File: src/hw/rtl/pidc_pkg.sv
// ----------------------------------------------------------------------------
// pidc_pkg
// Shared types, codes and defaults of the PID controller with anti-windup.
// ----------------------------------------------------------------------------
package pidc_pkg;

  // field widths
  localparam int DATA_W    = 32;
  localparam int UCFG_W    = 31;
  localparam int CFG_IDX_W = 3;
  localparam int SETTLE_W  = 8;
  localparam int VEL_W     = DATA_W + 1;

  // parameter defaults
  localparam int ANGLE_MODE_DEF  = 0;
  localparam int MIN_SETTLE_DEF  = 10;
  localparam int FRAC_BITS_DEF   = 16;
  localparam int QUEUE_DEPTH_DEF = 4;

  // angle mode codes
  localparam int ANGLE_NONE = 0;
  localparam int ANGLE_DEG  = 1;
  localparam int ANGLE_RAD  = 2;

  // pi and two pi in Q2.30
  localparam longint PI_Q30     = 64'sd3373259426;
  localparam longint TWO_PI_Q30 = 64'sd6746518852;

  // integral step cap after reset, 1.0 in Q16.16
  localparam logic [UCFG_W-1:0] STEP_CAP_RESET = 31'd65536;

  typedef enum logic [1:0] {
    OP_SAMPLE  = 2'd0,
    OP_CLR_INT = 2'd1,
    OP_CLR_ALL = 2'd2
  } opcode_t;

  typedef enum logic [CFG_IDX_W-1:0] {
    REG_GAIN_P      = 3'd0,
    REG_GAIN_I      = 3'd1,
    REG_GAIN_D      = 3'd2,
    REG_GAIN_FF     = 3'd3,
    REG_ERROR_BAND  = 3'd4,
    REG_STEP_CAP    = 3'd5,
    REG_OUT_CEILING = 3'd6,
    REG_OUT_FLOOR   = 3'd7
  } cfg_reg_t;

  typedef struct packed {
    logic signed [DATA_W-1:0] gain_p;
    logic signed [DATA_W-1:0] gain_i;
    logic signed [DATA_W-1:0] gain_d;
    logic signed [DATA_W-1:0] gain_ff;
    logic [UCFG_W-1:0]        error_band;
    logic [UCFG_W-1:0]        integral_step_cap;
    logic [UCFG_W-1:0]        output_ceiling;
    logic [UCFG_W-1:0]        output_floor;
  } cfg_t;

  // one classified sample handed from front to back
  typedef struct packed {
    logic signed [DATA_W-1:0] err;
    logic signed [DATA_W-1:0] sp;
    logic signed [VEL_W-1:0]  vel;
    logic signed [DATA_W-1:0] isum;
    logic                     done;
  } job_t;

endpackage

File: src/hw/rtl/pidc_queue.sv
// ----------------------------------------------------------------------------
// pidc_queue
// Short register queue of jobs between the front and the back end.
// ----------------------------------------------------------------------------
module pidc_queue #(
  parameter int DEPTH = pidc_pkg::QUEUE_DEPTH_DEF
) (
  input  logic           clk,
  input  logic           rst,
  input  logic           push,
  input  pidc_pkg::job_t wr_job,
  output logic           full,
  input  logic           pop,
  output pidc_pkg::job_t rd_job,
  output logic           empty
);

  localparam int PTR_W = (DEPTH > 1) ? $clog2(DEPTH) : 1;
  localparam int CNT_W = $clog2(DEPTH + 1);

  pidc_pkg::job_t   slots [DEPTH];
  logic [PTR_W-1:0] wr_ptr, rd_ptr;
  logic [CNT_W-1:0] count;

  assign full   = (count == CNT_W'(DEPTH));
  assign empty  = (count == '0);
  assign rd_job = slots[rd_ptr];

  // entry write
  always_ff @(posedge clk) begin
    if (push) slots[wr_ptr] <= wr_job;
  end

  // pointers and fill level
  always_ff @(posedge clk) begin
    if (rst) begin
      wr_ptr <= '0;
      rd_ptr <= '0;
      count  <= '0;
    end else begin
      if (push) wr_ptr <= (wr_ptr == PTR_W'(DEPTH - 1)) ? '0 : wr_ptr + 1'b1;
      if (pop)  rd_ptr <= (rd_ptr == PTR_W'(DEPTH - 1)) ? '0 : rd_ptr + 1'b1;
      unique case ({push, pop})
        2'b10:   count <= count + 1'b1;
        2'b01:   count <= count - 1'b1;
        default: count <= count;
      endcase
    end
  end

endmodule

File: config.mk
export PLATFORM = sky130hd
export DESIGN_NAME = pidc_queue
export DESIGN_NICKNAME = d
export VERILOG_FILES = /design/src/hw/rtl/pidc_pkg.sv /design/src/hw/rtl/pidc_queue.sv
export SDC_FILE = /design/constraint.sdc
export NUM_CORES = 1
export LEC_CHECK = 0
export ABC_AREA = 0
export CORE_MARGIN = 2
export CORE_UTILIZATION = 63
export CTS_CLUSTER_DIAMETER = 60
export DETAILED_ROUTE_END_ITERATION = 8
export DONT_BUFFER_PORTS = 1
export GPL_ROUTABILITY_DRIVEN = 0
export PLACE_DENSITY = 0.76
export SLEW_MARGIN = 20
export SYNTH_ARGS = -nofsm -noshare
export SYNTH_HDL_FRONTEND = slang
export SYNTH_SLANG_ARGS = --single-unit
File: constraint.sdc
create_clock -name clk -period 5.6 [get_ports clk]
set_input_delay 0.28 -clock clk [delete_from_list [all_inputs] [get_ports clk]]
set_output_delay 0.28 -clock clk [all_outputs]
set_load 0.05 [all_outputs]
Yosys cells after proc, flatten, opt, wreduce, memory -nomap -nowiden
Memory sizes are Yosys's and may differ from the RTL's. A register that Yosys moved wholly into a read port is not among the register bits.
Index checks and enable logic that the tools add are counted.
{"block": "word_totals", "ramBits": 520, "output_inout_bits": 132, "inputBits": 134, "elab_cells": 22, "mem_count": 1, "reg_bits": 7}
{"block": "classes", "n_addsub": 4, "mux": 7, "n_reduce_logical": 2, "n_eq_ne": 5}
{"name": "slots", "depth": 4, "word_bits": 130, "read_ports": 1, "rd_clocked_by_memory_dff": 1, "wr": 1, "line": "pidc_queue.sv:21", "text": "pidc_pkg::job_t slots [DEPTH];"}
{"operator": "2-bit two-way mux", "count": 4}
{"operator": "2-bit equality test (second input constant)", "count": 3}
{"operator": "3-bit case mux with 2 select lines", "count": 1}
{"operator": "2-bit by 1-bit adder with 2-bit output (second input constant)", "count": 2}
{"operator": "3-bit by 1-bit adder with 3-bit output (second input constant)", "count": 1}
{"operator": "3-bit equality test (second input constant)", "count": 1}
{"operator": "3-bit zero test", "count": 1}
{"operator": "3-bit by 1-bit subtractor with 3-bit output (second input constant)", "count": 1}
{"operator": "2-bit by 1-bit equality test with 1-bit output (second input constant)", "count": 1}
{"operator": "1-bit two-way mux", "count": 2}
{"operator": "2-bit nonzero test", "count": 1}

Longest topological paths before layout
Gate-level depths: netlist of the first run.
{"block": "logic_depth", "ltp_word": 4, "depth_mapped": 7, "ltp_nobuf": 7}

Worst setup path before layout of the first run
No wires, ideal clock.
{"block": "synth_timing", "path_type": "register -> register", "startpoint": "reg wr_ptr[0]", "endpoint": "mem slots[3][0] in the netlist's numbering, enable pin", "path_slack_ns": 1.569, "setup_time_ns": 0.504, "t_required_ns": 5.096, "arrival_time_ns": 3.527, "path_stages_with_launch": 3, "n_path_buf": 0, "path_cell_list": "dfxtp_1 ha_1 and2_1"}
{"item": "start: declaration", "line": "pidc_queue.sv:22", "text": "logic [PTR_W-1:0] wr_ptr, rd_ptr;"}
{"item": "start signal: assignment", "line": "pidc_queue.sv:41", "text": "if (push) wr_ptr <= (wr_ptr == PTR_W'(DEPTH - 1)) ? '0 : wr_ptr + 1'b1;"}
{"item": "end: declaration", "line": "pidc_queue.sv:21"}
Straight into the memory's write port.

==> results of run 1 <==
-- critical path, delay by kind of cell, from the launching register on --
kind / cells / cell delay, ns
buffers and inverters: 2 / 0.82
multiplexers: 1 / 0.76
flip-flops: 1 / 0.35
-- through the flow --
| stage | cells | setup WS [ns] |
|---|---|---|
| after CTS | 1325 | 2.24 |
| after global routing | 1328 | 2.49 |
| after floorplan | 727 | 1.57 |
| final | 1330 | 2.68 |
| after global placement | 1105 | 2.86 |
| after detailed placement | 1105 | 2.84 |
-- cell families (layout without fill, tap and decap cells) --
| logic type | after synthesis | count (layout) | synth area share |
|---|---|---|---|
| muxes | 132 | 132 | 0.153 |
| and+or+nand+nor | 16 | 16 | 0.00434 |
| xor gates and xnor gates | 2 | 2 | 0.000907 |
| adders and majority gates | 7 | 7 | 0.00492 |
| other | 0 | 3 | 0 |
| buffers and inverters | 36 | 240 | 0.0179 |
| AOI/OAI and AO/OA | 5 | 5 | 0.00130 |
| DFF | 529 | 529 | 0.818 |
-- per-layer routing --
metal / global-route usage / vias to the layer above / share of wire
met5: 0 / - / 0
met4: 0.0783 / 0 / 0.029
met3: 0.0632 / 79 / 0.082
met2: 0.387 / 357 / 0.53
met1: 0.289 / 4305 / 0.36
li1: - / 3478 / -
-- state kept, by name, summed over array words and instances, names as in the netlist, named ones only --
register / count
wr_ptr: 2
slots: 520
count: 3
rd_ptr: 2
-- area by class of cell --
| class | instances | area, um^2 | area share |
|---|---|---|---|
| timing repair buffer | 147 | 1480 | 0.0658 |
| clock inverter | 27 | 251 | 0.0112 |
| clock buffer | 59 | 1310 | 0.0579 |
| antenna | 3 | 7.51 | 0.000333 |
| multi-input combinational | 162 | 3180 | 0.141 |
| sequential | 529 | 15800 | 0.701 |
| tap | 396 | 495 | 0.0220 |
| inverter | 7 | 26.3 | 0.00117 |
-- path summary, 6_finish.rpt --
| check | cells after the start | from | endpoint | slack, ns |
|---|---|---|---|---|
| hold / removal | 3 | pop | flop | 0.06 |
| hold reg to reg | 2 | count[2]$_SDFFE_PP0P_ | count[2]$_SDFFE_PP0P_ | 0.53 |
| setup / recovery | 3 | flop | rd_job[76] | 2.68 |
| setup reg to reg | 3 | wr_ptr[0]$_SDFFE_PP0P_ | slots[1][6]$_DFFE_PP_ | 3.08 |
-- power by group --
group          internal [W]  switching [W]
clock network       0.00185        0.00135
registers           0.00452      0.0000517
logic              0.000272       0.000734
-- layout by cell type (no fill, tap or decap), types with 3 or more instances in the layout --
master,n
sky130_fd_sc_hd__edfxtp_1,520
sky130_fd_sc_hd__clkinv_4,3
sky130_fd_sc_hd__inv_1,7
sky130_fd_sc_hd__nor2_1,7
sky130_fd_sc_hd__clkbuf_16,51
sky130_fd_sc_hd__bufinv_16,4
sky130_fd_sc_hd__diode_2,3
sky130_fd_sc_hd__clkbuf_1,8
sky130_fd_sc_hd__dfxtp_1,7
sky130_fd_sc_hd__clkinv_1,6
sky130_fd_sc_hd__and2_4,4
sky130_fd_sc_hd__dlygate4sd3_1,134
sky130_fd_sc_hd__buf_4,10
sky130_fd_sc_hd__mux4_2,130
sky130_fd_sc_hd__a21oi_1,4
sky130_fd_sc_hd__ha_1,6
sky130_fd_sc_hd__clkinv_2,10
==> impl_metrics.xml, run 1 <==
<?xml version="1.0" encoding="UTF-8"?>
<metrics>
  <group name="run_status">
    <metric name="status" unit="">finished, final reports clean</metric>
  </group>
  <group name="placement">
    <metric name="placement.io_buffers" unit="">0</metric>
    <metric name="hpwlAfterDp" unit="um">20200</metric>
    <metric name="postPlaceCellArea" unit="um^2">19600</metric>
  </group>
  <group name="layout">
    <metric name="final_area" unit="um^2">22600</metric>
    <metric name="nFillCells" unit="">1552</metric>
    <metric name="drive_gt1_frac" unit="">0.237</metric>
    <metric name="nNetsFinal" unit="">1038</metric>
    <metric name="final_core_utilization" unit="">0.743</metric>
    <metric name="syn_to_final_growth" unit="%">16.8</metric>
  </group>
  <group name="logic_synthesis">
    <metric name="synth_edf_count" unit="">520</metric>
    <metric name="seq_area_frac_synth" unit="">0.818</metric>
    <metric name="synth_area_per_cell" unit="um^2">26.6</metric>
    <metric name="netlist_area" unit="um^2">19300</metric>
    <metric name="syn-num-nets" unit="">868</metric>
    <metric name="post-synth-top-count-cell" unit="">sky130_fd_sc_hd__edfxtp_1</metric>
    <metric name="synth.distinct_cells" unit="">22</metric>
    <metric name="synth_largest_type_area_fraction" unit="">0.809</metric>
    <metric name="post_synth_most_frequent_cells" unit="">sky130_fd_sc_hd__edfxtp_1, sky130_fd_sc_hd__mux4_2, sky130_fd_sc_hd__buf_12, sky130_fd_sc_hd__buf_2, sky130_fd_sc_hd__dfxtp_1</metric>
    <metric name="synth.top_cells.by_area" unit="">sky130_fd_sc_hd__edfxtp_1, sky130_fd_sc_hd__mux4_2, sky130_fd_sc_hd__buf_12</metric>
    <metric name="synth.yosys.warnings" unit="">0</metric>
    <metric name="syn-instance-count" unit="">727</metric>
    <metric name="postSynth.topFlopCell" unit="">sky130_fd_sc_hd__edfxtp_1</metric>
    <metric name="synth_register_bits" unit="">529</metric>
    <metric name="synthDominantAreaCellType" unit="">sky130_fd_sc_hd__edfxtp_1</metric>
    <metric name="async_reset_ff_frac" unit="">0</metric>
  </group>
  <group name="setup_path">
    <metric name="worst-endpoint-required" unit="ns">5.32</metric>
    <metric name="crit_path_cell_trace" unit="">buf_12 &gt; buf_16 &gt; mux4_2</metric>
    <metric name="start_kind" unit="">flop</metric>
    <metric name="cp_slowest_cell" unit="">sky130_fd_sc_hd__mux4_2</metric>
    <metric name="cp_max_fo" unit="">67</metric>
    <metric name="setup.worst_path.end_class" unit="">primary output</metric>
    <metric name="max_stage_delay_on_crit_path" unit="ns">0.76</metric>
    <metric name="timing.critical_path.arrival" unit="ns">2.64</metric>
    <metric name="ws_path_type" unit="">reg2out</metric>
  </group>
  <group name="die">
    <metric name="dieArea" unit="um^2">32100</metric>
    <metric name="dieHeight" unit="um">179</metric>
    <metric name="design.portCount" unit="">266</metric>
    <metric name="chip_width" unit="um">179</metric>
    <metric name="initial_core_util" unit="">0.636</metric>
    <metric name="std_cell_rows" unit="">64</metric>
    <metric name="coreArea" unit="um^2">30300</metric>
  </group>
  <group name="timing">
    <metric name="hold-worst-slack" unit="ns">0.0630</metric>
    <metric name="timing_max_transition_violations_final" unit="">0</metric>
    <metric name="final.period_utilization" unit="">0.522</metric>
    <metric name="tns" unit="ns">0</metric>
    <metric name="finalSetupViolCount" unit="">0</metric>
    <metric name="hold_viol_final" unit="">0</metric>
    <metric name="maxClockFrequency" unit="MHz">342</metric>
    <metric name="timing_worst_slew_pin_value" unit="ns">0.910</metric>
    <metric name="worst_clock_skew" unit="ns">0.0171</metric>
    <metric name="slew_headroom" unit="">0.393</metric>
    <metric name="grt_setup_unrepaired" unit="">false</metric>
    <metric name="final.min_clock_period" unit="ns">2.92</metric>
  </group>
  <group name="power_and_ir_drop">
    <metric name="power.ir.vdd_worst" unit="mV">0.380</metric>
    <metric name="cell_leakage_power" unit="nW">7.11</metric>
    <metric name="p_total" unit="W">0.00878</metric>
    <metric name="power_per_cell_area" unit="nW/um^2">389</metric>
  </group>
  <group name="clocking">
    <metric name="clk_latency" unit="ns">0.55</metric>
    <metric name="worst_setup_hold_path_clk_slew" unit="ns">0.06</metric>
    <metric name="cts_max_path_buffers" unit="">3</metric>
    <metric name="numClockSinks" unit="">529</metric>
    <metric name="cts.repair.resized" unit="">0</metric>
    <metric name="cts_hold_repair.buffers" unit="">134</metric>
    <metric name="postCtsSetupBuffers" unit="">0</metric>
    <metric name="clock_tree_from_tritoncts" unit="">yes</metric>
    <metric name="numCtsBuffers" unit="">50</metric>
    <metric name="clock-root-buffer" unit="">sky130_fd_sc_hd__clkbuf_16</metric>
    <metric name="cts_htree_levels" unit="">2</metric>
  </group>
  <group name="global_route">
    <metric name="wire_length_of_the_first_global_routing_pass" unit="um">53300</metric>
    <metric name="grt_pass1_vias" unit="">8711</metric>
    <metric name="gr-total-overflow" unit="">0</metric>
    <metric name="grt_antenna_before_repair" unit="">3</metric>
    <metric name="grt_max_degree" unit="">131</metric>
    <metric name="grt_use_total" unit="">0.229</metric>
  </group>
  <group name="routing">
    <metric name="drt_first_pass_iters" unit="">5</metric>
    <metric name="detail_route.iter0.violations" unit="">571</metric>
    <metric name="drt-total-wl" unit="um">36400</metric>
    <metric name="post_drt_wl_per_cell" unit="um">27.4</metric>
    <metric name="viasPerCell" unit="">6.18</metric>
    <metric name="via_count" unit="">8219</metric>
    <metric name="ant_nets" unit="">0</metric>
    <metric name="drc" unit="">0</metric>
  </group>
  <group name="run">
    <metric name="cap_viol_max_count" unit="">0</metric>
  </group>
  <group name="worst_hold_path">
    <metric name="worst_hold_path_type" unit="">in2reg</metric>
  </group>
</metrics>
(Power assumes the default switching activity.)
==> run 2: changes to the inputs <==
clock period = 2.75 ns   (was 5.6 ns; I/O delays follow)
==> run 2 against run 1 <==
  * Hold slack lost 0.034 ns
  * Core utilization grew 0.48 points
  * Combinational power grew 110%
  * Setup slack lost 2.2 ns
  * Sequential cell count is the same
  * Cell count grew 0.53%
  * Clock-buffer cell count grew 8
  * Design area grew 0.65%
  * Critical path depth shrank 1
  * Clock skew shrank 0.0082 ns
  * Routed wire length grew 1.6%
  * First-iteration DRC count shrank 5.6%
  * Largest power group unchanged
==> impl_metrics.xml, run 2 (synthesized netlist as in run 1, its figures left out) <==
<?xml version="1.0" encoding="UTF-8"?>
<metrics>
  <group name="die">
    <metric name="chip_width" unit="um">179</metric>
    <metric name="dieHeight" unit="um">179</metric>
    <metric name="initial_core_util" unit="">0.636</metric>
    <metric name="design.portCount" unit="">266</metric>
    <metric name="dieArea" unit="um^2">32100</metric>
    <metric name="std_cell_rows" unit="">64</metric>
    <metric name="coreArea" unit="um^2">30300</metric>
  </group>
  <group name="timing">
    <metric name="grt_setup_unrepaired" unit="">false</metric>
    <metric name="timing_worst_slew_pin_value" unit="ns">0.589</metric>
    <metric name="final.period_utilization" unit="">0.843</metric>
    <metric name="final.min_clock_period" unit="ns">2.32</metric>
    <metric name="hold_viol_final" unit="">0</metric>
    <metric name="maxClockFrequency" unit="MHz">432</metric>
    <metric name="slew_headroom" unit="">0.609</metric>
    <metric name="worst_clock_skew" unit="ns">0.00881</metric>
    <metric name="timing_max_transition_violations_final" unit="">0</metric>
    <metric name="tns" unit="ns">0</metric>
    <metric name="finalSetupViolCount" unit="">0</metric>
  </group>
  <group name="layout">
    <metric name="largest_reg_flops" unit="">520</metric>
    <metric name="syn_to_final_growth" unit="%">17.6</metric>
    <metric name="reg.largest.list" unit="">slots: 520 flops, count: 3 flops</metric>
    <metric name="nNetsFinal" unit="">1041</metric>
    <metric name="registers.top_by_ff_count" unit="">slots</metric>
    <metric name="leading_cell_type_in_the_layout_fill_and_taps_excluded" unit="">sky130_fd_sc_hd__edfxtp_1</metric>
    <metric name="finish.cell_count_without_fillers" unit="">1337</metric>
    <metric name="drive_gt1_frac" unit="">0.236</metric>
    <metric name="mostFrequentLayoutCells" unit="">sky130_fd_sc_hd__edfxtp_1, sky130_fd_sc_hd__dlygate4sd3_1, sky130_fd_sc_hd__mux4_2</metric>
  </group>
  <group name="routing">
    <metric name="total_met2_wirelength_after_detailed_routing" unit="um">18800</metric>
    <metric name="drt-total-wl" unit="um">37000</metric>
    <metric name="detail_route.iter0.violations" unit="">539</metric>
    <metric name="drc" unit="">0</metric>
    <metric name="drt_first_pass_iters" unit="">6</metric>
    <metric name="post_drt_wl_per_cell" unit="um">27.7</metric>
    <metric name="via_count" unit="">8256</metric>
    <metric name="ant_nets" unit="">0</metric>
    <metric name="topRoutingLayerUsed" unit="">met4</metric>
    <metric name="detail_route.wirelength.met1" unit="um">14400</metric>
    <metric name="viasPerCell" unit="">6.18</metric>
    <metric name="met3_wl" unit="um">3200</metric>
  </group>
  <group name="power_and_ir_drop">
    <metric name="power_per_cell_area" unit="nW/um^2">790</metric>
    <metric name="power.ir.vdd_worst" unit="mV">0.595</metric>
    <metric name="p_total" unit="W">0.0179</metric>
    <metric name="cell_leakage_power" unit="nW">7.16</metric>
  </group>
  <group name="clocking">
    <metric name="numCtsBuffers" unit="">49</metric>
    <metric name="postCtsSetupBuffers" unit="">0</metric>
    <metric name="cts.repair.resized" unit="">0</metric>
    <metric name="clk_latency" unit="ns">0.54</metric>
    <metric name="cts_hold_repair.buffers" unit="">134</metric>
    <metric name="cts_htree_levels" unit="">2</metric>
    <metric name="worst_setup_hold_path_clk_slew" unit="ns">0.07</metric>
    <metric name="cts_max_path_buffers" unit="">3</metric>
    <metric name="clock-root-buffer" unit="">sky130_fd_sc_hd__clkbuf_16</metric>
    <metric name="numClockSinks" unit="">529</metric>
    <metric name="clock_tree_from_tritoncts" unit="">yes</metric>
  </group>
  <group name="setup_path">
    <metric name="ws_path_type" unit="">reg2out</metric>
    <metric name="cp_slowest_cell" unit="">sky130_fd_sc_hd__mux4_2</metric>
    <metric name="worst-endpoint-required" unit="ns">2.61</metric>
    <metric name="setup.worst_path.end_class" unit="">primary output</metric>
    <metric name="start_kind" unit="">flop</metric>
    <metric name="max_stage_delay_on_crit_path" unit="ns">0.76</metric>
    <metric name="timing.critical_path.arrival" unit="ns">2.18</metric>
    <metric name="cp_max_fo" unit="">26</metric>
    <metric name="crit_path_cell_trace" unit="">buf_4 &gt; mux4_2</metric>
  </group>
  <group name="run_status">
    <metric name="status" unit="">finished, final reports clean</metric>
  </group>
  <group name="global_route">
    <metric name="grt_antenna_before_repair" unit="">4</metric>
    <metric name="grt_pass1_vias" unit="">8742</metric>
    <metric name="grt_max_degree" unit="">74</metric>
    <metric name="grt_use_total" unit="">0.232</metric>
    <metric name="wire_length_of_the_first_global_routing_pass" unit="um">54000</metric>
    <metric name="gr-total-overflow" unit="">0</metric>
  </group>
  <group name="placement">
    <metric name="placement.io_buffers" unit="">0</metric>
    <metric name="hpwlAfterDp" unit="um">20600</metric>
    <metric name="placed_cells_incl_taps" unit="">1111</metric>
  </group>
  <group name="worst_hold_path">
    <metric name="worst_hold_path_type" unit="">in2reg</metric>
  </group>
  <group name="run">
    <metric name="cap_viol_max_count" unit="">0</metric>
  </group>
</metrics>
[run 2: cell count changes in the layout (fill, tap and decap cells not counted), moves of 2 or more]
cell	before	now
sky130_fd_sc_hd__buf_12	2	12
sky130_fd_sc_hd__clkinvlp_4	2	0
sky130_fd_sc_hd__clkinv_4	3	0
sky130_fd_sc_hd__clkbuf_8	0	3
sky130_fd_sc_hd__buf_4	10	5
sky130_fd_sc_hd__clkbuf_1	8	13
[run 2: where the power goes]
part	leakage (nW)	internal (W)	switching, W
Sequential	4.85	0.00920	0.000102
Clock	0.773	0.00384	0.00270
Combinational	1.54	0.000576	0.00152
Total	7.16	0.0136	0.00432
[run 2: worst max-delay path, delay by kind of cell (launching register included)]
| kind | cells | cell delay, ns |
|---|---|---|
| multiplexers | 1 | 0.76 |
| flip-flops | 1 | 0.41 |
| buffers and inverters | 1 | 0.45 |
[run 2: metal layers]
metal | global-route usage | vias to the layer above
met1 | 0.316 | 4340
met4 | 0.0488 | 0
met2 | 0.383 | 383
met5 | 0.00641 | -
li1 | - | 3483
met3 | 0.0632 | 50
[run 2: final cells by class]
| type | instances | area (um^2) |
|---|---|---|
| fill | 1526 | 7650 |
| clock inverter | 21 | 200 |
| antenna | 4 | 10.0 |
| inverter | 7 | 26.3 |
| sequential | 529 | 15800 |
| multi-input combinational | 162 | 3180 |
| tap | 396 | 495 |
| timing repair buffer | 151 | 1620 |
| clock buffer | 67 | 1370 |
[run 2: final timing paths]
path	cells after the start	start	end	slack, ns
max	2	flop	rd_job[85]	0.43
min	1	push	slots[1][61]$_DFFE_PP_	0.03
max reg2reg	3	wr_ptr[0]$_SDFFE_PP0P_	slots[3][93]$_DFFE_PP_	0.79
min reg2reg	2	count[1]$_SDFFE_PP0P_	count[1]$_SDFFE_PP0P_	0.57
[run 2: metrics by stage]
stage / hold slack [ns] / setup slack, ns / cell area (um^2) / util
finish: 0.0292 / 0.433 / 22700 / 0.748
floorplan: 0.207 / 0.156 / 19300 / -
detailed placement: 0.215 / 0.848 / 19800 / 0.652
global route: 0.0325 / 0.335 / 22700 / 0.748
global placement: 0.209 / 0.920 / 19800 / 0.652
CTS: 0.0185 / 0.413 / 22700 / 0.748
