**config.mk**
```make
export PLATFORM = sky130hd
export DESIGN_NAME = pidc_front_flat
export DESIGN_NICKNAME = d
export VERILOG_FILES = /design/src/hw/rtl/pidc_pkg.sv /design/src/hw/rtl/pidc_if.sv /design/src/hw/rtl/pidc_front.sv /design/src/flat_wrapper.sv
export SDC_FILE = /design/constraint.sdc
export NUM_CORES = 1
export LEC_CHECK = 0
export ABC_CLOCK_PERIOD_IN_PS = 11600
export BUFFER_PORTS_ARGS = -buffer_cell sky130_fd_sc_hd__buf_2
export CORE_MARGIN = 1
export CORE_UTILIZATION = 50
export DETAILED_ROUTE_END_ITERATION = 7
export PLACE_DENSITY = 0.76
export SLEW_MARGIN = 25
export SYNTH_ARGS = -nofsm -noshare
export SYNTH_HDL_FRONTEND = slang
export SYNTH_SLANG_ARGS = --single-unit
```
**constraint.sdc**
```tcl
create_clock -name clk -period 11.6 [get_ports clk]
set_input_delay 1.16 -clock clk [delete_from_list [all_inputs] [get_ports clk]]
set_output_delay 1.16 -clock clk [all_outputs]
set_load 0.05 [all_outputs]
```
**src/hw/rtl/pidc_pkg.sv**
```systemverilog
// ----------------------------------------------------------------------------
// pidc_pkg
// Shared types, codes and defaults of the PID controller with anti-windup.
// ----------------------------------------------------------------------------
package pidc_pkg;

  // field widths
  localparam int DATA_W    = 32;
  localparam int UCFG_W    = 31;
  localparam int CFG_IDX_W = 3;
  localparam int SETTLE_W  = 8;
  localparam int VEL_W     = DATA_W + 1;

  // parameter defaults
  localparam int ANGLE_MODE_DEF  = 0;
  localparam int MIN_SETTLE_DEF  = 10;
  localparam int FRAC_BITS_DEF   = 16;
  localparam int QUEUE_DEPTH_DEF = 4;

  // angle mode codes
  localparam int ANGLE_NONE = 0;
  localparam int ANGLE_DEG  = 1;
  localparam int ANGLE_RAD  = 2;

  // pi and two pi in Q2.30
  localparam longint PI_Q30     = 64'sd3373259426;
  localparam longint TWO_PI_Q30 = 64'sd6746518852;

  // integral step cap after reset, 1.0 in Q16.16
  localparam logic [UCFG_W-1:0] STEP_CAP_RESET = 31'd65536;

  typedef enum logic [1:0] {
    OP_SAMPLE  = 2'd0,
    OP_CLR_INT = 2'd1,
    OP_CLR_ALL = 2'd2
  } opcode_t;

  typedef enum logic [CFG_IDX_W-1:0] {
    REG_GAIN_P      = 3'd0,
    REG_GAIN_I      = 3'd1,
    REG_GAIN_D      = 3'd2,
    REG_GAIN_FF     = 3'd3,
    REG_ERROR_BAND  = 3'd4,
    REG_STEP_CAP    = 3'd5,
    REG_OUT_CEILING = 3'd6,
    REG_OUT_FLOOR   = 3'd7
  } cfg_reg_t;

  typedef struct packed {
    logic signed [DATA_W-1:0] gain_p;
    logic signed [DATA_W-1:0] gain_i;
    logic signed [DATA_W-1:0] gain_d;
    logic signed [DATA_W-1:0] gain_ff;
    logic [UCFG_W-1:0]        error_band;
    logic [UCFG_W-1:0]        integral_step_cap;
    logic [UCFG_W-1:0]        output_ceiling;
    logic [UCFG_W-1:0]        output_floor;
  } cfg_t;

  // one classified sample handed from front to back
  typedef struct packed {
    logic signed [DATA_W-1:0] err;
    logic signed [DATA_W-1:0] sp;
    logic signed [VEL_W-1:0]  vel;
    logic signed [DATA_W-1:0] isum;
    logic                     done;
  } job_t;

endpackage

```
**src/hw/rtl/pidc_if.sv**
```systemverilog
// ----------------------------------------------------------------------------
// pidc_if
// Valid/ready channels for sample beats and result beats.
// ----------------------------------------------------------------------------
interface pidc_sample_if;
  logic                              valid;
  logic                              ready;
  logic [1:0]                        opcode;
  logic signed [pidc_pkg::DATA_W-1:0] measured;
  logic signed [pidc_pkg::DATA_W-1:0] setpoint;

  modport source (output valid, opcode, measured, setpoint, input ready);
  modport sink   (input valid, opcode, measured, setpoint, output ready);
endinterface


```
**src/hw/rtl/pidc_front.sv**
```systemverilog
// ----------------------------------------------------------------------------
// pidc_front
// Accepts sample beats, wraps and classifies the error, updates the
// controller state and pushes one job per sample into the queue.
// ----------------------------------------------------------------------------
module pidc_front #(
  parameter int ANGLE_MODE         = pidc_pkg::ANGLE_MODE_DEF,
  parameter int MIN_SETTLE_SAMPLES = pidc_pkg::MIN_SETTLE_DEF,
  parameter int FRAC_BITS          = pidc_pkg::FRAC_BITS_DEF
) (
  input  logic             clk,
  input  logic             rst,
  pidc_sample_if.sink      sample,
  input  pidc_pkg::cfg_t   cfg,
  output logic             push,
  output pidc_pkg::job_t   push_job,
  input  logic             full
);

  localparam int DW     = pidc_pkg::DATA_W;
  localparam int WRAP_W = 36;
  localparam int CMP_W  = DW + 2;
  localparam int SH     = 30 - FRAC_BITS;

  localparam longint HALF_DEG = longint'(180) << FRAC_BITS;
  localparam longint FULL_DEG = longint'(360) << FRAC_BITS;
  localparam longint HALF_RAD = (pidc_pkg::PI_Q30 + (longint'(1) << (SH - 1))) >>> SH;
  localparam longint FULL_RAD = (pidc_pkg::TWO_PI_Q30 + (longint'(1) << (SH - 1))) >>> SH;

  localparam logic WRAP_ON = (ANGLE_MODE == pidc_pkg::ANGLE_DEG) ||
                             (ANGLE_MODE == pidc_pkg::ANGLE_RAD);
  localparam logic signed [WRAP_W-1:0] HALF_TURN =
    WRAP_W'((ANGLE_MODE == pidc_pkg::ANGLE_DEG) ? HALF_DEG : HALF_RAD);
  localparam logic signed [WRAP_W-1:0] FULL_TURN =
    WRAP_W'((ANGLE_MODE == pidc_pkg::ANGLE_DEG) ? FULL_DEG : FULL_RAD);
  localparam logic signed [WRAP_W-1:0] S32_MAX = WRAP_W'(64'sd2147483647);
  localparam logic signed [WRAP_W-1:0] S32_MIN = -S32_MAX - WRAP_W'(1);

  typedef enum logic [1:0] {
    CLS_ZERO = 2'd0,
    CLS_POS  = 2'd1,
    CLS_NEG  = 2'd2
  } err_cls_t;

  // one correction by a full turn
  function automatic logic signed [WRAP_W-1:0] wrap_angle(
    input logic signed [WRAP_W-1:0] x
  );
    logic signed [WRAP_W-1:0] y;
    y = x;
    if (WRAP_ON) begin
      if (x > HALF_TURN) y = x - FULL_TURN;
      else if (x < -HALF_TURN) y = x + FULL_TURN;
    end
    return y;
  endfunction

  function automatic logic signed [DW-1:0] sat32(input logic signed [WRAP_W-1:0] x);
    logic signed [DW-1:0] y;
    if (x > S32_MAX) y = S32_MAX[DW-1:0];
    else if (x < S32_MIN) y = S32_MIN[DW-1:0];
    else y = x[DW-1:0];
    return y;
  endfunction

  // stage 1 registers
  logic                 f1_valid;
  logic [1:0]           f1_op;
  logic signed [DW-1:0] f1_meas;
  logic signed [DW-1:0] f1_sp;

  // stage 2 registers
  logic                 f2_valid;
  logic [1:0]           f2_op;
  logic signed [DW-1:0] f2_meas;
  logic signed [DW-1:0] f2_sp;
  logic signed [DW-1:0] f2_err;
  logic signed [DW-1:0] f2_step;
  err_cls_t             f2_cls;
  logic                 f2_near;

  // controller state
  logic signed [DW-1:0]               isum, isum_next;
  logic signed [DW-1:0]               last_measured, last_measured_next;
  logic                               first_sample, first_sample_next;
  logic [pidc_pkg::SETTLE_W-1:0]      settle_count, settle_count_next;

  logic f1_adv, f2_fire;

  logic signed [DW-1:0]     sp_wrapped;
  logic signed [WRAP_W-1:0] diff_x;
  logic signed [DW-1:0]     err_c;
  logic signed [CMP_W-1:0]  err_x, band_x, cap_x, dev_x;
  logic signed [DW-1:0]     cap_s;
  err_cls_t                 cls_c;
  logic signed [DW-1:0]     step_c;
  logic                     near_c;

  logic signed [DW-1:0]               base;
  logic signed [DW:0]                 acc33;
  logic signed [DW-1:0]               acc_sat;
  logic signed [DW-1:0]               isum_upd;
  logic signed [DW-1:0]               last_eff;
  logic signed [pidc_pkg::VEL_W-1:0]  vel;
  logic                               done;

  // handshake between stages
  assign f2_fire      = f2_valid && !full;
  assign f1_adv       = f1_valid && (!f2_valid || f2_fire);
  assign sample.ready = !f1_valid || f1_adv;

  // wrap the setpoint on entry
  assign sp_wrapped = sat32(wrap_angle(WRAP_W'(sample.setpoint)));

  always_ff @(posedge clk) begin
    if (rst) begin
      f1_valid <= 1'b0;
    end else if (sample.valid && sample.ready) begin
      f1_valid <= 1'b1;
    end else if (f1_adv) begin
      f1_valid <= 1'b0;
    end
  end

  always_ff @(posedge clk) begin
    if (sample.valid && sample.ready) begin
      f1_op   <= sample.opcode;
      f1_meas <= sample.measured;
      f1_sp   <= sp_wrapped;
    end
  end

  // wrapped error and its class against the band
  assign diff_x = WRAP_W'(f1_sp) - WRAP_W'(f1_meas);
  assign err_c  = sat32(wrap_angle(diff_x));
  assign err_x  = CMP_W'(err_c);
  assign band_x = $signed({3'b000, cfg.error_band});
  assign cap_x  = $signed({3'b000, cfg.integral_step_cap});
  assign cap_s  = $signed({1'b0, cfg.integral_step_cap});
  assign dev_x  = CMP_W'(f1_meas) - CMP_W'(f1_sp);
  assign near_c = (dev_x <= band_x) && (dev_x >= -band_x);

  always_comb begin
    cls_c  = CLS_ZERO;
    step_c = err_c;
    if (err_x >= band_x) begin
      cls_c  = CLS_POS;
      step_c = (err_x < cap_x) ? err_c : cap_s;
    end else if (err_x <= -band_x) begin
      cls_c  = CLS_NEG;
      step_c = (err_x > -cap_x) ? err_c : -cap_s;
    end
  end

  always_ff @(posedge clk) begin
    if (rst) begin
      f2_valid <= 1'b0;
    end else if (f1_adv) begin
      f2_valid <= 1'b1;
    end else if (f2_fire) begin
      f2_valid <= 1'b0;
    end
  end

  always_ff @(posedge clk) begin
    if (f1_adv) begin
      f2_op   <= f1_op;
      f2_meas <= f1_meas;
      f2_sp   <= f1_sp;
      f2_err  <= err_c;
      f2_step <= step_c;
      f2_cls  <= cls_c;
      f2_near <= near_c;
    end
  end

  // integral with sign-change reset, clear inside the band, capped step and saturation
  always_comb begin
    if (f2_cls == CLS_POS) base = (isum < 0) ? '0 : isum;
    else base = (isum > 0) ? '0 : isum;
  end

  assign acc33   = (DW + 1)'(base) + (DW + 1)'(f2_step);
  assign acc_sat = (acc33[DW] != acc33[DW-1]) ?
                   (acc33[DW] ? S32_MIN[DW-1:0] : S32_MAX[DW-1:0]) : acc33[DW-1:0];
  assign isum_upd = (f2_cls == CLS_ZERO) ? '0 : acc_sat;

  // measured change, zero on the very first sample
  assign last_eff = first_sample ? f2_meas : last_measured;
  assign vel      = pidc_pkg::VEL_W'(f2_meas) - pidc_pkg::VEL_W'(last_eff);
  assign done     = f2_near &&
                    (settle_count >= pidc_pkg::SETTLE_W'(MIN_SETTLE_SAMPLES));

  // state update when the stage 2 beat leaves
  always_comb begin
    isum_next          = isum;
    last_measured_next = last_measured;
    first_sample_next  = first_sample;
    settle_count_next  = settle_count;
    push               = 1'b0;
    if (f2_fire) begin
      unique case (pidc_pkg::opcode_t'(f2_op))
        pidc_pkg::OP_SAMPLE: begin
          push               = 1'b1;
          isum_next          = isum_upd;
          last_measured_next = f2_meas;
          first_sample_next  = 1'b0;
          if (!f2_near) settle_count_next = '0;
          else if (!done) settle_count_next = settle_count + 1'b1;
        end
        pidc_pkg::OP_CLR_INT: begin
          isum_next = '0;
        end
        pidc_pkg::OP_CLR_ALL: begin
          isum_next          = '0;
          last_measured_next = '0;
          settle_count_next  = '0;
        end
        default: begin
        end
      endcase
    end
  end

  always_ff @(posedge clk) begin
    if (rst) begin
      isum          <= '0;
      last_measured <= '0;
      first_sample  <= 1'b1;
      settle_count  <= '0;
    end else begin
      isum          <= isum_next;
      last_measured <= last_measured_next;
      first_sample  <= first_sample_next;
      settle_count  <= settle_count_next;
    end
  end

  // job for the back end
  always_comb begin
    push_job.err  = f2_err;
    push_job.sp   = f2_sp;
    push_job.vel  = vel;
    push_job.isum = isum_upd;
    push_job.done = done;
  end

endmodule

```
**src/flat_wrapper.sv**
```systemverilog
// flat-port wrapper written by rule: the top's interface ports become plain ports
module pidc_front_flat 
#(
  parameter int ANGLE_MODE         = pidc_pkg::ANGLE_MODE_DEF,
  parameter int MIN_SETTLE_SAMPLES = pidc_pkg::MIN_SETTLE_DEF,
  parameter int FRAC_BITS          = pidc_pkg::FRAC_BITS_DEF
)
  (clk, rst, cfg, push, push_job, full, sample_valid, sample_opcode, sample_measured, sample_setpoint, sample_ready);
  pidc_sample_if sample_i ();
  input  logic clk;
  input  logic rst;
  input  pidc_pkg::cfg_t cfg;
  output logic push;
  output pidc_pkg::job_t push_job;
  input  logic full;
  input wire logic [$bits(sample_i.valid)-1:0] sample_valid;
  input wire logic [$bits(sample_i.opcode)-1:0] sample_opcode;
  input wire logic [$bits(sample_i.measured)-1:0] sample_measured;
  input wire logic [$bits(sample_i.setpoint)-1:0] sample_setpoint;
  output wire logic [$bits(sample_i.ready)-1:0] sample_ready;
  assign sample_i.valid = sample_valid;
  assign sample_i.opcode = sample_opcode;
  assign sample_i.measured = sample_measured;
  assign sample_i.setpoint = sample_setpoint;
  assign sample_ready = sample_i.ready;
  pidc_front #(.ANGLE_MODE(ANGLE_MODE), .MIN_SETTLE_SAMPLES(MIN_SETTLE_SAMPLES), .FRAC_BITS(FRAC_BITS)) u_core (.clk(clk), .rst(rst), .sample(sample_i), .cfg(cfg), .push(push), .push_job(push_job), .full(full));
endmodule
```
* Word level (Yosys, flattened, before mapping)
Index checks and enable logic that the tools add are counted.
** Cells by class
- $lt $le $gt $ge :: 13
- Add/subtract/negate cells :: 8
- Multiplexer cells :: 26
- Eq/ne operators :: 5
- Reductions and logical operators :: 21
** Operators with widths (number)
- 32-bit two-way mux :: 14
- 32-bit one-hot mux with 2 select lines :: 2
- 32-bit by 32-bit subtractor with 33-bit output :: 3
- 31-bit negation with 34-bit output :: 2
- 36-bit by 32-bit greater-than comparator with 1-bit output (second input constant) :: 1
- 36-bit by 32-bit less-than comparator with 1-bit output (second input constant) :: 1
- 34-bit >= comparator :: 1
- 32-bit by 34-bit greater-than comparator with 1-bit output :: 1
- 32-bit by 34-bit <= comparator with 1-bit output :: 1
- 34-bit by 32-bit <= comparator with 1-bit output :: 1
- 32-bit by 32-bit adder with 33-bit output :: 1
- 32-bit >= comparator :: 1
- 32-bit by 1-bit greater-than comparator with 1-bit output (second input constant) :: 1
- 32-bit greater-than comparator (second input constant) :: 1
- 32-bit by 1-bit less-than comparator with 1-bit output (second input constant) :: 1
- 32-bit less-than comparator :: 1
- 32-bit less-than comparator (second input constant) :: 1
- 31-bit negation with 32-bit output :: 1
- 8-bit two-way mux :: 2
- 8-bit one-hot mux with 2 select lines :: 1
- 8-bit by 1-bit adder with 8-bit output (second input constant) :: 1
- 8-bit by 4-bit >= comparator with 1-bit output (second input constant) :: 1
- 2-bit nonzero test :: 4
- 1-bit two-way mux :: 6
- 12 further kinds :: 23
** Storage, ports and cells
- Word-level logic and storage cells :: 89
- Register bits :: 274
- Bits of input ports :: 322
- Output and inout bits :: 132

* Logic depth before layout (Yosys ltp)
Gate-level depths: netlist of the first run.
- Depth in word-level cells :: 8
- Mapped depth :: 31
- Depth with buffers taken out :: 28

* Worst setup path before layout of the first run
Ideal clock, no wire load.
- Path kind :: input port to flip-flop
- Start :: input port full
- End :: register u_core.f2_cls[0], enable pin
- Data required time :: 10.773 ns
- Data arrival time :: 10.771 ns
- Path slack :: 0.003 ns
- Path buffers :: 0
- Stages :: 1
- Setup time :: 0.827 ns
- Cells stage by stage :: a21boi_0
** Between the ends
- Longest elaborated chain between the ends :: 4
** RTL lines
- start: declaration :: line flat_wrapper.sv:15 : input logic full;
- 1-bit zero test :: line pidc_front.sv:108 : assign f2_fire = f2_valid && !full;
- 1-bit logical AND :: line pidc_front.sv:108
- 1-bit logical OR :: line pidc_front.sv:109 : assign f1_adv = f1_valid && (!f2_valid || f2_fire);
- 1-bit logical AND :: line pidc_front.sv:109
- end signal: assignment :: line pidc_front.sv:172 : f2_cls <= cls_c;
- end: declaration :: line pidc_front.sv:79 : err_cls_t f2_cls;
Every way passes these cells.
A chain may end at the register's enable or synchronous reset.

* Final worst setup path of the first run
- Start :: register u_core.f1_sp[0]
- End :: register u_core.f2_step[4] (data pin)
** Between the ends
- Longest elaborated chain between the ends :: 8
- Elaborated cells on any way between the ends :: 13
- Classes of those cells :: add/sub (1); order compare (6); mux (6)
** RTL lines
- start: declaration :: line pidc_front.sv:70 : logic signed [DW-1:0] f1_sp;
- start signal: assignment :: line pidc_front.sv:129 : f1_sp <= sp_wrapped;
- 32-bit by 32-bit subtractor with 33-bit output (*) :: line pidc_front.sv:134 : assign diff_x = WRAP_W'(f1_sp) - WRAP_W'(f1_meas);
- 36-bit by 32-bit less-than comparator with 1-bit output :: line pidc_front.sv:61 : else if (x < S32_MIN) y = S32_MIN[DW-1:0];
- 32-bit two-way mux :: line pidc_front.sv:61
- 32-bit two-way mux (*) :: line pidc_front.sv:60 : if (x > S32_MAX) y = S32_MAX[DW-1:0];
- named net u_core.err_c[29] :: line pidc_front.sv:92 : logic signed [DW-1:0] err_c;
- 32-bit by 34-bit greater-than comparator with 1-bit output :: line pidc_front.sv:151 : step_c = (err_x > -cap_x) ? err_c : -cap_s;
- 32-bit two-way mux :: line pidc_front.sv:151
- 32-bit two-way mux :: line pidc_front.sv:149 : end else if (err_x <= -band_x) begin
- 32-bit two-way mux (*) :: line pidc_front.sv:146 : if (err_x >= band_x) begin
- named net u_core.step_c[4] :: line pidc_front.sv:96 : logic signed [DW-1:0] step_c;
- end signal: assignment :: line pidc_front.sv:171 : f2_step <= step_c;
- end: declaration :: line pidc_front.sv:78 : logic signed [DW-1:0] f2_step;
Mark *: on every way through the listed nets, which the timed path passes. The rest lies on a longest branch.

==> qor.yml, run 1 <==
fmax_mhz: 123.4
critical_path_class: "reg -> reg"
fp.dieArea_sq_um: 46190
synth_edf_count: 199
worst_slew_pin_slew_ns: 1.066
synth_area_leaders: "edfxtp_1, ha_1, dfxtp_1"
holdCritPathClass: "reg -> reg"
syn_area_sq_um: 22670
clock_skew_ns: 0.01332
dr.pass1.iters: 5
die-height_microns: 214.9
synth_nets: 3118
drive_gt1_share_pct: 15.13
port_buffers: 263
initial_core_util_pct: 50.93
synth_area_leader_cell: "edfxtp_1"
die_w_microns: 214.9
dpl_cell_area_sq_um: 24530
report.final.setup_viol: 0
htree_num_levels: 1
arrival_ns: 8.44
clk_pin_slew_ns: 0.06
fillers: 3906
fp-row-count: 77
timing.final.ws_setup_ns: 3.497
final_antenna_net_count: 0
yosysUniqueCellTypes: 82
ys_warn_count: 0
p_total_mw: 3.864
cts_tree: "built"
grtUsageTotal_pct: 29.06
critical_path_required_ns: 11.94
period_share_pct: 69.85
synthFlopType: "edfxtp_1"
final_cell_area_sq_um: 25670
drt_iter0_drc: 1818
clock_sinks: 274
maxSlewHeadroom_pct: 27.08
cp_max_fo: 22
hold_viol_final: 0
gp_congestion: 0.9489
vias: 20020
async_flop_share_pct: 0
syn_area_per_cell_sq_um: 9.196
status: "finished, final reports clean"
critPathCaptureType: "flop"
cp-start-kind: "flop"
post_cts_buffers: 0
grt_pass1_wl_mm: 106.0
cts-root-buf: "clkbuf_16"
routedWlPerCell_microns: 20.96
cts_buffers: 31
synth_common_cells: "ha_1, a21oi_1, edfxtp_1"
power.leakage_nw: 11.63
grt_pass1_vias: 18965
drc_errors: 0
maxCapViolations: 0
ios: 454
max-vdd-ir-drop_v: 0.0001330
slew_violations: 0
post-route-min-period_ns: 8.103
core_region_area_sq_um: 44510
synth-seq-cells: 274
power_density_nw_per_um2: 150.5
vias_per_cell: 6.059
grt_max_degree: 67
finalWirelength_mm: 69.24
cts_resized: 0
synthCells: 2465
setup_tns_ns: 0
nNetsFinal: 3339
ys_seq_area_share_pct: 32.99
hold_buffers: 0
overflow: 0
antenna_found_initial: 5
synth.most_common_cell: "ha_1"
yosys.area.top_type_share_pct: 26.36
cts_buffer_depth: 3
rsz0062_at_grt: "false"
dpl_worst_slack_ns: 3.796
clk_latency_ns: 0.60
syn2layout_area_growth_pct: 13.25
hpwl_mm: 54.44
[per-layer routing]
metal  routed length, microns  GRT usage [%]  up-vias
met4                     1825          8.071        8
li1                         -              -     9530
met5                       53              0        -
met1                    31750          41.44     9584
met3                     4961          4.260      124
met2                    30650          45.66      774
[metrics by stage]
| step | cells | hold slack [ns] | utilization, % |
|---|---|---|---|
| after detailed placement | 3245 | 0.4180 | 55.11 |
| after floorplan | 2465 | 0.4003 | - |
| final | 3304 | 0.4404 | 57.67 |
| after global placement | 3244 | 0.4412 | 55.08 |
| after CTS | 3302 | 0.4414 | 57.65 |
| after global routing | 3302 | 0.4499 | 57.66 |
[worst max-delay path, cell delays in order (launching register included)]
cell and delay, ns:
edfxtp_1 0.42, inv_1 0.11, ha_1 0.16, inv_1 0.05, fa_1 0.42, a211oi_1 0.27
nor2_1 0.14, a41o_1 0.32, o211ai_2 0.29, a31o_2 0.28, a21o_1 0.21, a211o_1 0.19
and2_0 0.33, buf_4 0.32, o21ai_0 0.41, ha_1 0.49, nand4_1 0.15, nor4_1 0.71
nand3_1 0.29, nor3_1 0.32, o31ai_1 0.11, a31oi_1 0.16, a211o_1 0.18, o31a_1 0.79
o21ai_4 0.32, o221a_2 0.37
[state kept, by name, summed over array words and instances (netlist names)]
name	flops
u_core.f1_meas	32
u_core.f1_op	2
u_core.f1_sp	32
u_core.f1_valid	1
u_core.f2_cls	2
u_core.f2_err	32
u_core.f2_meas	32
u_core.f2_near	1
u_core.f2_op	2
u_core.f2_sp	32
u_core.f2_step	32
u_core.f2_valid	1
u_core.first_sample	1
u_core.isum	32
u_core.last_measured	32
u_core.settle_count	8
[final timing paths]
kind / startpoint / endpoint / slack, ns / cells past startpoint
worst max register to register: u_core.f1_sp[0] / u_core.f2_step[4] / 3.50 / 25
worst min register to register: u_core.f1_op[1] / u_core.f2_op[1] / 0.44 / 0
worst min-delay path: u_core.f1_op[1] / u_core.f2_op[1] / 0.44 / 0
worst max-delay path: u_core.f1_sp[0] / u_core.f2_step[4] / 3.50 / 25
[area by class of cell]
| cell class | instances | area, sq um | area share, % |
|---|---|---|---|
| multi-input cells | 1896 | 14040 | 54.70 |
| flip-flops and latches | 274 | 7478 | 29.13 |
| repair buffers | 297 | 1579 | 6.151 |
| clock buffers | 36 | 824.5 | 3.212 |
| well taps | 592 | 740.7 | 2.885 |
| inverters | 186 | 698.2 | 2.720 |
| clock inverters | 21 | 302.8 | 1.180 |
| diodes | 2 | 5.005 | 0.01950 |
[cell families (layout without fill, tap and decap cells)]
group | after synthesis | after routing | synth area share (%)
compound gates | 710 | 710 | 20.94
xor+xnor | 162 | 162 | 6.259
fa+ha+maj | 332 | 332 | 18.45
buf+inv | 295 | 540 | 5.249
flops | 274 | 274 | 32.99
mux | 34 | 34 | 1.507
other cells | 0 | 2 | 0
simple gates | 658 | 658 | 14.62
[cells in the final DEF, fill, tap and decap left out, types with 37 or more instances in the layout]
cell,n
ha_1,327
xor2_1,41
buf_2,263
a21oi_1,206
nand4_1,51
inv_1,186
nor2_1,146
o21ai_0,112
and2_1,39
o211ai_1,41
edfxtp_1,199
a21o_1,116
nor3_1,69
nand2_1,136
dfxtp_1,74
nand3_1,53
nor2b_1,37
xnor2_1,121
[power by group]
part,internal [mW],switching (mW),leakage (nW)
combinational,0.541,1.06,8.59
clock,0.663,0.417,0.550
sequential,1.14,0.0389,2.49
total,2.35,1.52,11.6
(Power assumes the default switching activity.)
==> run 2: changes to the inputs <==
--- a/config.mk
+++ b/config.mk
@@ -5,7 +5,7 @@
 export SDC_FILE = /design/constraint.sdc
 export NUM_CORES = 1
 export LEC_CHECK = 0
-export ABC_CLOCK_PERIOD_IN_PS = 11600
+export ABC_CLOCK_PERIOD_IN_PS = 7400
 export BUFFER_PORTS_ARGS = -buffer_cell sky130_fd_sc_hd__buf_2
 export CORE_MARGIN = 1
 export CORE_UTILIZATION = 50
==> constraint.sdc (replaced) <==
create_clock -name clk -period 7.4 [get_ports clk]
set_input_delay 0.74 -clock clk [delete_from_list [all_inputs] [get_ports clk]]
set_output_delay 0.74 -clock clk [all_outputs]
set_load 0.05 [all_outputs]
==> run 2 against run 1 <==
Compared with the run above: critical path depth fell by 3; cell count rose by 0.70%; wire length fell by 0.27%; clock power rose by 41%; flip-flop and latch count did not move; non-clock buffer count rose by 22; via count barely moved; count of clock-buffer cells in the layout rose by 9; die area did not move; clock skew rose by 0.0056 ns; largest power group unchanged; highest routed layer unchanged.
==> qor.yml, run 2 (same netlist as run 1, synthesis figures left out) <==
finalWirelength_mm: 69.06  # -0.27%
initial_core_util_pct: 50.93  # unchanged
final_cell_mix: "ha_1, buf_2, a21oi_1, edfxtp_1, inv_1"
drc_errors: 0  # unchanged
port_buffers: 263  # unchanged
clk_pin_slew_ns: 0.06  # about the same
worst_slew_pin_slew_ns: 1.074  # +0.007591 ns
cts_resized: 0  # unchanged
grt_max_degree: 67  # unchanged
vias_per_cell: 6.015  # -0.73%
hpwl_mm: 55.14  # +1.3%
rsz0062_at_grt: "false"
grtUsageTotal_pct: 29.15  # +0.090 points
critical_path_class: "reg -> out"
cts_tree: "built"
cts_buffers: 31  # unchanged
slew_violations: 0  # unchanged
grt_pass1_wl_mm: 106.5  # +0.51%
fp.dieArea_sq_um: 46190  # unchanged
clock_sinks: 274  # unchanged
cp_max_fo: 31  # +41%
fillers: 3938  # +0.82%
cts_buffer_depth: 3  # unchanged
clk_latency_ns: 0.60  # about the same
dr.pass1.iters: 6  # +1
final_antenna_net_count: 0  # unchanged
power_density_nw_per_um2: 230.4  # +53%
grt_pass1_vias: 19055  # +0.47%
fp-row-count: 77  # unchanged
nNetsFinal: 3361  # +0.66%
cp-start-kind: "flop"
maxCapViolations: 0  # unchanged
power.leakage_nw: 11.68  # +0.43%
ios: 454  # unchanged
fmax_mhz: 143.2
holdCritPathClass: "in -> reg"
setup_tns_ns: 0  # unchanged
hold_viol_final: 0  # unchanged
post-route-min-period_ns: 6.983
multi_input_area_sq_um: 14040  # about the same
arrival_ns: 6.24  # -2.20 ns
dp.cells: 3267  # +0.68%
layout_commonest_cell: "ha_1"
seqCellArea_sq_um: 7478  # unchanged
cts-root-buf: "clkbuf_16"
routedWlPerCell_microns: 20.76  # -0.96%
max-vdd-ir-drop_v: 0.0001888  # +42%
critPathCaptureType: "output port"
drive_gt1_share_pct: 15.51  # +0.38 points
report.final.setup_viol: 0  # unchanged
gp_congestion: 0.9533  # +0.46%
critical_path_required_ns: 6.66  # -5.28 ns
maxSlewHeadroom_pct: 28.14  # +1.1 points
fin_cells: 3327  # +0.70%
vias: 20012  # -0.040%
overflow: 0  # unchanged
hold_buffers: 0  # unchanged
drt_iter0_drc: 1708  # -6.1%
period_share_pct: 94.37
core_region_area_sq_um: 44510  # unchanged
htree_num_levels: 1  # unchanged
die_w_microns: 214.9  # unchanged
syn2layout_area_growth_pct: 13.44
status: "finished, final reports clean"
post_cts_buffers: 0  # unchanged
die-height_microns: 214.9  # unchanged
antenna_found_initial: 5  # unchanged
clock_skew_ns: 0.01896  # +0.005649 ns
[run 2: per-layer routing]
| metal | global-route usage, % | vias up | wire (microns) |
|---|---|---|---|
| li1 | - | 9583 | - |
| met5 | 0 | - | 45 |
| met2 | 45.56 | 741 | 30500 |
| met4 | 6.810 | 6 | 1551 |
| met3 | 4.926 | 112 | 5163 |
| met1 | 41.86 | 9570 | 31800 |
[run 2: per-stage QoR]
| stage | util (%) | cell area (sq um) | setup slack, ns | power (mW) | hold slack [ns] |
|---|---|---|---|---|---|
| after floorplan | - | 22670 | 1.408 | 3.620 | 0.4003 |
| after global placement | 55.49 | 24700 | 0.6763 | 4.327 | 0.4451 |
| after detailed placement | 55.49 | 24700 | 0.5525 | 4.376 | 0.4203 |
| after CTS | 57.74 | 25700 | 0.4774 | 5.921 | 0.2868 |
| after global routing | 57.76 | 25710 | 0.02112 | 6.215 | 0.3013 |
| final | 57.77 | 25710 | 0.4168 | 5.924 | 0.3131 |
[run 2: power breakdown]
group          internal, mW  leakage, nW  switching [mW]
Sequential             1.79         2.49          0.0624
Clock                 0.890        0.492           0.633
Combinational         0.881         8.69            1.66
Total                  3.57         11.7            2.36
[run 2: layout make-up]
cell class                      instances  share of cell area (%)
Multi-Input combinational cell       1896                   54.60
Clock buffer                           45                   3.421
Inverter                              186                   2.715
Antenna cell                            2                 0.01946
Tap cell                              592                   2.880
Clock inverter                         13                  0.4817
Sequential cell                       274                   29.08
Timing Repair Buffer                  319                   6.802
[run 2: final timing paths]
kind,start,to,slack (ns),cells past startpoint
min,sample_setpoint[21],u_core.f1_sp[21],0.31,1
min reg2reg,u_core.f1_op[0],u_core.f2_op[0],0.45,0
max reg2reg,u_core.f1_sp[25],u_core.f2_step[20],0.42,25
max,u_core.isum[8],push_job[16],0.42,22
[run 2: worst max-delay path, cell delays in order, from the launching register on]
cell	delay [ns]
dfxtp_1	0.33
nor4_1	0.37
nand4_1	0.23
nor2_1	0.20
nor3_1	0.07
a21oi_1	0.12
buf_4	0.31
and2_1	0.18
ha_1	0.17
inv_1	0.06
fa_1	0.40
nor2b_1	0.17
o2111ai_1	0.15
and3_1	0.21
o21ai_0	0.33
o211ai_1	0.29
a21o_1	0.26
a21oi_1	0.17
o21bai_1	0.15
a21oi_1	0.18
nand2b_1	0.80
a21oi_1	0.18
buf_2	0.27
